===== src/hdl/pwrma_pkg.sv =====
// Shared types, widths, codes and reset values for the power percent filter.
`timescale 1ns / 1ps

package pwrma_pkg;

  localparam int DATA_W      = 16;
  localparam int SUM_W       = 25;
  localparam int WL_W        = 8;
  localparam int REGEN_W     = 8;
  localparam int STS_W       = 2;
  localparam int IDX_W       = 8;
  localparam int CFG_ADDR_W  = 3;
  localparam int CFG_DATA_W  = 16;
  localparam int IN_TDATA_W  = 48;
  localparam int OUT_TDATA_W = 64;

  localparam int MAX_WINDOW_DEF = 256;

  localparam logic [STS_W-1:0] STS_VALID   = 2'd0;
  localparam logic [STS_W-1:0] STS_UNKNOWN = 2'd2;

  localparam int                       WL_RESET        = 8;
  localparam logic signed [DATA_W-1:0] RANGE_MIN_RESET = -16'sd100;
  localparam logic signed [DATA_W-1:0] RANGE_MAX_RESET = 16'sd100;
  localparam logic signed [DATA_W-1:0] DEAD_MIN_RESET  = 16'sd0;
  localparam logic signed [DATA_W-1:0] DEAD_MAX_RESET  = 16'sd0;
  localparam logic signed [DATA_W-1:0] INIT_RESET      = 16'sd0;
  localparam logic signed [REGEN_W-1:0] REGEN_RESET    = 8'sd0;
  localparam logic [DATA_W-1:0]        OUTPUT_RESET    = 16'd0;
  localparam logic signed [SUM_W-1:0]  SUM_RESET       = 25'(INIT_RESET * WL_RESET);
  localparam logic [IDX_W-1:0]         OLDEST_RESET    = 8'hFF;

  typedef enum logic [CFG_ADDR_W-1:0] {
    CFG_WINDOW_LENGTH  = 3'd0,
    CFG_RANGE_MIN      = 3'd1,
    CFG_RANGE_MAX      = 3'd2,
    CFG_DEAD_MIN       = 3'd3,
    CFG_DEAD_MAX       = 3'd4,
    CFG_INIT_VALUE     = 3'd5,
    CFG_REGEN_DEFAULT  = 3'd6,
    CFG_OUTPUT_DEFAULT = 3'd7
  } cfg_idx_t;

  typedef enum logic [2:0] {
    ST_IDLE,
    ST_EVAL,
    ST_FILL,
    ST_RMW,
    ST_SUM,
    ST_DIVS,
    ST_DIVW,
    ST_DONE
  } state_t;

  typedef struct packed {
    logic busy;
    logic done;
  } div_sts_t;

endpackage


===== src/hdl/pwrma_div.sv =====
// Radix-2 restoring divider: signed window sum over window length, truncating.
`timescale 1ns / 1ps

module pwrma_div (
  input  logic                                 clk,
  input  logic                                 rst_n,
  input  logic                                 start,
  input  logic signed [pwrma_pkg::SUM_W-1:0]   dividend,
  input  logic [pwrma_pkg::WL_W-1:0]           divisor,
  output pwrma_pkg::div_sts_t                  sts,
  output logic signed [pwrma_pkg::DATA_W-1:0]  quotient
);

  localparam int SW    = pwrma_pkg::SUM_W;
  localparam int DW    = pwrma_pkg::WL_W;
  localparam int QW    = pwrma_pkg::DATA_W;
  localparam int CNT_W = $clog2(SW);

  logic             busy_r, done_r;
  logic [CNT_W-1:0] cnt_r;
  logic [DW-1:0]    rem_r, d_r;
  logic [SW-1:0]    q_r;
  logic             neg_r;

  logic [DW:0]      shifted;
  logic [DW:0]      diff;
  logic             ge;
  logic [SW-1:0]    mag;
  logic [QW-1:0]    q_lo;

  assign mag     = dividend[SW-1] ? SW'(-dividend) : SW'(dividend);
  assign shifted = {rem_r, q_r[SW-1]};
  assign diff    = shifted - {1'b0, d_r};
  assign ge      = shifted >= {1'b0, d_r};

  always_ff @(posedge clk) begin
    if (!rst_n) begin
      busy_r <= 1'b0;
      done_r <= 1'b0;
      cnt_r  <= '0;
    end else begin
      done_r <= 1'b0;
      if (start) begin
        busy_r <= 1'b1;
        cnt_r  <= CNT_W'(SW - 1);
      end else if (busy_r) begin
        if (cnt_r == '0) begin
          busy_r <= 1'b0;
          done_r <= 1'b1;
        end
        cnt_r <= cnt_r - 1'b1;
      end
    end
  end

  always_ff @(posedge clk) begin
    if (start) begin
      rem_r <= '0;
      q_r   <= mag;
      d_r   <= divisor;
      neg_r <= dividend[SW-1];
    end else if (busy_r) begin
      rem_r <= ge ? diff[DW-1:0] : shifted[DW-1:0];
      q_r   <= {q_r[SW-2:0], ge};
    end
  end

  // only the low bits survive the wrap to the result width
  assign q_lo     = q_r[QW-1:0];
  assign quotient = neg_r ? $signed(~q_lo + QW'(1)) : $signed(q_lo);
  assign sts      = '{busy: busy_r, done: done_r};

endmodule


===== config.mk =====
export PLATFORM = sky130hd
export DESIGN_NAME = pwrma_div
export DESIGN_NICKNAME = d
export VERILOG_FILES = /design/src/hdl/pwrma_pkg.sv /design/src/hdl/pwrma_div.sv
export SDC_FILE = /design/constraint.sdc
export NUM_CORES = 1
export LEC_CHECK = 0
export BUFFER_PORTS_ARGS = -buffer_cell sky130_fd_sc_hd__buf_2
export CORE_ASPECT_RATIO = 0.75
export CORE_MARGIN = 3
export CORE_UTILIZATION = 57
export CTS_CLUSTER_DIAMETER = 30
export DETAILED_ROUTE_END_ITERATION = 8
export PLACE_DENSITY_LB_ADDON = 0.2
export SYNTH_ARGS = -nofsm -noshare
export SYNTH_HDL_FRONTEND = slang
export SYNTH_SLANG_ARGS = --single-unit
export TNS_END_PERCENT = 100

===== constraint.sdc =====
create_clock -name clk -period 2.17 [get_ports clk]
set_input_delay 0.5425 -clock clk [delete_from_list [all_inputs] [get_ports clk]]
set_output_delay 0.5425 -clock clk [all_outputs]
set_load 0.05 [all_outputs]

== Word level (Yosys, flattened, before mapping) ==
Cells that the tools add are included.
Word-level totals
  register bits: 49
  input port bits: 36
  output and inout bits: 18
Operators by class
  $add $sub $neg: 4
  $lt $le $gt $ge: 1
  muxes and demuxes: 11
  bitwise gates (word level): 3
  reductions and logical operators: 4
Operators by type and width (count)
  2-to-1 mux 25 bit: 3
  negation 25 bit: 1
  adder 16 x 1 -> 16 bit, second input constant: 1
  2-to-1 mux 16 bit: 1
  NOT 16 bit: 1
  2-to-1 mux 5 bit: 2
  >= comparator 9 x 8 -> 1 bit: 1
  2-to-1 mux 8 bit: 1
  subtractor 8 bit: 1
  logical NOT 5 bit: 1
  subtractor 5 x 1 -> 5 bit, second input constant: 1
  2-to-1 mux 1 bit: 4
  OR reduction 3 bit: 1
  NOT 1 bit: 2
  nonzero test 2 bit: 1
  OR reduction 2 bit: 1

== Longest topological paths before layout ==
  depth in word-level cells: 4
  gate-level depth with buffers: 8
  depth with buffers taken out: 8

== Worst setup path before layout ==
No wires, ideal clock.
  path kind: reg-to-output
  start: reg q_r[0]
  end: out quotient[14] (netlist name)
  arrival: 1.832 ns
  slack: -0.205 ns
  cell stages (with the launch flop): 7
  path buffers: 0
  path through: edfxtp_1 -> inv_1 -> ha_1 -> nor2b_1 -> nand4_1 -> o21ai_0 -> xnor2_1
On the way
  word-level cells in the longest chain between the ends: 3
Ends and longest elaborated chain
  start, declared: line pwrma_div.sv:22  | logic [SW-1:0] q_r;
  start signal, assigned: line pwrma_div.sv:59  | q_r <= mag;
  start signal, assigned: line pwrma_div.sv:64  | q_r <= {q_r[SW-2:0], ge};
  NOT 16 bit: line pwrma_div.sv:70  | assign quotient = neg_r ? $signed(~q_lo + QW'(1)) : $signed(q_lo);
  adder 16 x 1 -> 16 bit: line pwrma_div.sv:70
  2-to-1 mux 16 bit: line pwrma_div.sv:70
  end, declared: line pwrma_div.sv:11  | output logic signed [pwrma_pkg::DATA_W-1:0] quotient
Every way passes these cells.

== Worst setup path after layout ==
  start: reg q_r[1]
  end: out quotient[12] (netlist name)
The elaborated chain is that of the path after synthesis.

==> results.json <==
{
  "outcome": "finished, violations left",
  "violations": "negative setup slack",
  "die_height_um": 71.5,
  "cp.buffers_inverters": 3,
  "fmax_mhz": 377,
  "postCtsHoldBufs": 0,
  "hold_class": "in2reg",
  "track_usage": 0.286,
  "p_leak_nw": 1.83,
  "power_frac_seq": 0.411,
  "crit_family": "buffers and inverters",
  "crit_fanout": 3,
  "final_antenna_net_count": 0,
  "crit_type": "reg2out",
  "switchingPower_w": 0.00105,
  "core_area_um2": 5440,
  "cpMaxStageDelayCell": "edfxtp_1",
  "yosysUniqueCellTypes": 51,
  "fin_ws_ns": -0.480,
  "dr.pass1.iters": 5,
  "insertion_delay_ns": 0.32,
  "critPathLaunch": "q_r[1]$_DFFE_PP_",
  "intPower_w": 0.00177,
  "globalplace.congestion": 0.881,
  "vdd_drop_max_v": 0.000276,
  "synth_edf_count": 34,
  "dp_hpwl_um": 5800,
  "pre_cts_ws_ns": -0.108,
  "path_cells": "inv_2 -> ha_4 -> nor2b_4 -> nand4_1 -> o31ai_2 -> buf_4 -> xnor2_2 -> buf_6",
  "reg2reg_to": "rem_r[2]$_SDFFE_PP0P_",
  "ys_warn_count": 0,
  "skew_ns": 0.0156,
  "grt_overflow_total": 0,
  "drt-total-wl_um": 9790,
  "reg2reg_from": "d_r[5]$_DFFE_PP_",
  "synth_nets": 400,
  "dieArea_um2": 6670,
  "grt_first_pass_wirelength_um": 14800,
  "fin_tns_setup_ns": -3.95,
  "slowest_delay_ns": 0.47,
  "p_clk_frac": 0.213,
  "antenna_found_initial": 0,
  "place_area_um2": 3940,
  "grt_max_degree": 57,
  "cts_num_sinks": 49,
  "cts_buffer_depth": 2,
  "wl_per_cell_um": 18.5,
  "rsz0062_at_grt": "yes",
  "fin_cells": 529,
  "fin_nets": 501,
  "slew_violations": 0,
  "drv_cap": 0,
  "place_inst": 507,
  "cp.arrival_ns": 2.11,
  "synth-async-reset-ratio": 0,
  "start_kind": "flop",
  "start_util": 0.599,
  "tightest_slew_ns": 0.608,
  "cts_root_buffer": "clkbuf_8",
  "period_needed_ns": 2.65,
  "hp-start": "divisor[4]",
  "cp.depth": 8,
  "synthFlopType": "edfxtp_1",
  "synth_area_per_cell_um2": 9.26,
  "row_count": 23,
  "synth_cells": 352,
  "ys_ff_latch": 49,
  "reg2reg_depth": 8,
  "grt_pass1_vias": 2938,
  "finalCritPeriodShare": 1.22,
  "power_density_nw_per_um2": 649,
  "cts.clk_slew.worst_paths_ns": 0.10,
  "final_area_um2": 4340,
  "area_growth_pct": 33.2,
  "drive_above_1_share": 0.357,
  "fin_hold_ws_ns": 0.397,
  "drt_iter0_markers": 294,
  "num_antenna_cells": 0,
  "setup_viol": 15,
  "crit_path_end": "quotient[12]",
  "slew_headroom": 0.595,
  "via_count": 3177,
  "ctsHtreeMaxLevel": 2,
  "hold_viol": 0,
  "reg2reg_slack_ns": -0.03,
  "io_buffers": 53,
  "drc": 0,
  "synth_area_um2": 3260,
  "cts_tree": "built",
  "crit_required_ns": 1.63,
  "ys_seq_area_frac": 0.405,
  "io_pins": 54,
  "p_sw_frac": 0.372,
  "cts_buffers": 5,
  "vias_per_cell": 6.01,
  "die_w_um": 93.3,
  "combPwrFrac": 0.376,
  "cp-end-kind": "primary output"
}
-- worst min-delay path by stage --
stage	end	cells after the start
floorplan	done_r$_SDFF_PP0_	1
CTS	d_r[4]$_DFFE_PP_	1
global route	d_r[4]$_DFFE_PP_	1
detailed placement	done_r$_SDFF_PP0_	1
global placement	done_r$_SDFF_PP0_	1
finish	d_r[4]$_DFFE_PP_	1
-- sequential cells by signal (all words and copies together), names as in the netlist --
signal	cells
q_r	25
d_r	8
done_r	1
cnt_r	5
busy_r	1
neg_r	1
rem_r	8
-- layer usage --
layer  up-vias  global-route usage  wire length, µm  share of wire
li1       1459                   -                -              -
met1      1515               0.383             4110           0.42
met2       170               0.473             4640           0.47
met3        33              0.0588              718          0.073
met4         0              0.0813              325          0.033
met5         -                   0                0              0
-- kinds of logic (layout without fill, tap and decap cells) --
family / count (synthesis) / after routing / share of synthesized area
flip-flops: 49 / 49 / 0.405
adder cells (fa/ha/maj): 12 / 12 / 0.0483
buffers and inverters: 37 / 139 / 0.0476
multiplexers: 8 / 8 / 0.0249
AND/OR/NAND/NOR: 121 / 121 / 0.186
XOR/XNOR: 43 / 43 / 0.116
AO/OA/AOI/OAI: 82 / 82 / 0.173
-- layout by cell type (no fill, tap or decap), types with 7 or more instances in the layout --
master and n:
a21oi_1 29, buf_2 38, buf_4 59, buf_6 11, dfxtp_1 15, edfxtp_1 34
ha_1 10, inv_1 20, mux2i_1 7, nand2_1 23, nand2b_1 8, nand4_1 7
nor2_1 44, nor3_1 9, o21ai_0 10, xnor2_1 11, xnor2_2 9, xor2_1 23
-- area by class of cell --
cell class              count  area (µm²)
clock buffers               5        68.8
multi-input cells         266        1970
fillers                   333        1100
clock inverters             3        28.8
flip-flops and latches     49        1320
inverters                  22        82.6
repair buffers            109         777
well taps                  75        93.8
-- synthesized netlist by cell type (2+ instances only) --
library cell / n / area share
nor2_1: 45 / 0.052
edfxtp_1: 34 / 0.31
a21oi_1: 29 / 0.045
nand2_1: 24 / 0.028
xor2_1: 23 / 0.062
inv_1: 21 / 0.024
xnor2_1: 20 / 0.054
o21ai_0: 16 / 0.025
dfxtp_1: 15 / 0.092
ha_1: 11 / 0.042
nor3_1: 11 / 0.017
clkbuf_1: 9 / 0.010
nand2b_1: 9 / 0.017
mux2i_1: 7 / 0.021
nand3_1: 7 / 0.011
nand4_1: 7 / 0.013
o31ai_1: 7 / 0.016
nor2b_1: 6 / 0.012
a21o_1: 5 / 0.012
buf_4: 4 / 0.0092
o41ai_2: 4 / 0.020
a211oi_1: 3 / 0.0069
o21a_1: 3 / 0.0069
or2_2: 3 / 0.0058
a31oi_1: 2 / 0.0038
o211ai_1: 2 / 0.0046
-- power groups by stage --
| stage | clock network (W) | logic (W) | registers (W) |
|---|---|---|---|
| finish | 0.000599 | 0.00106 | 0.00116 |
| global route | 0.000634 | 0.00112 | 0.00117 |
| CTS | 0.000597 | 0.000977 | 0.00115 |
| detailed placement | 0 | 0.000872 | 0.00117 |
| global placement | 0 | 0.000851 | 0.00116 |
| floorplan | 0 | 0.000589 | 0.00117 |
-- what timing repair did --
item | in CTS | in global routing
setup buffers | 11 | 5
hold endpoints to repair | 0 | 0
gates resized for setup | 42 | 17
pin swaps | 8 | 7
setup endpoints to repair | 12 | 15
-- per-stage QoR --
| stage | total power, W | util |
|---|---|---|
| finish | 0.00282 | 0.798 |
| global route | 0.00292 | 0.798 |
| CTS | 0.00272 | 0.780 |
| detailed placement | 0.00204 | 0.723 |
| global placement | 0.00201 | 0.723 |
| floorplan | 0.00176 | - |
Note: power is estimated with default switching activity, not from simulation.
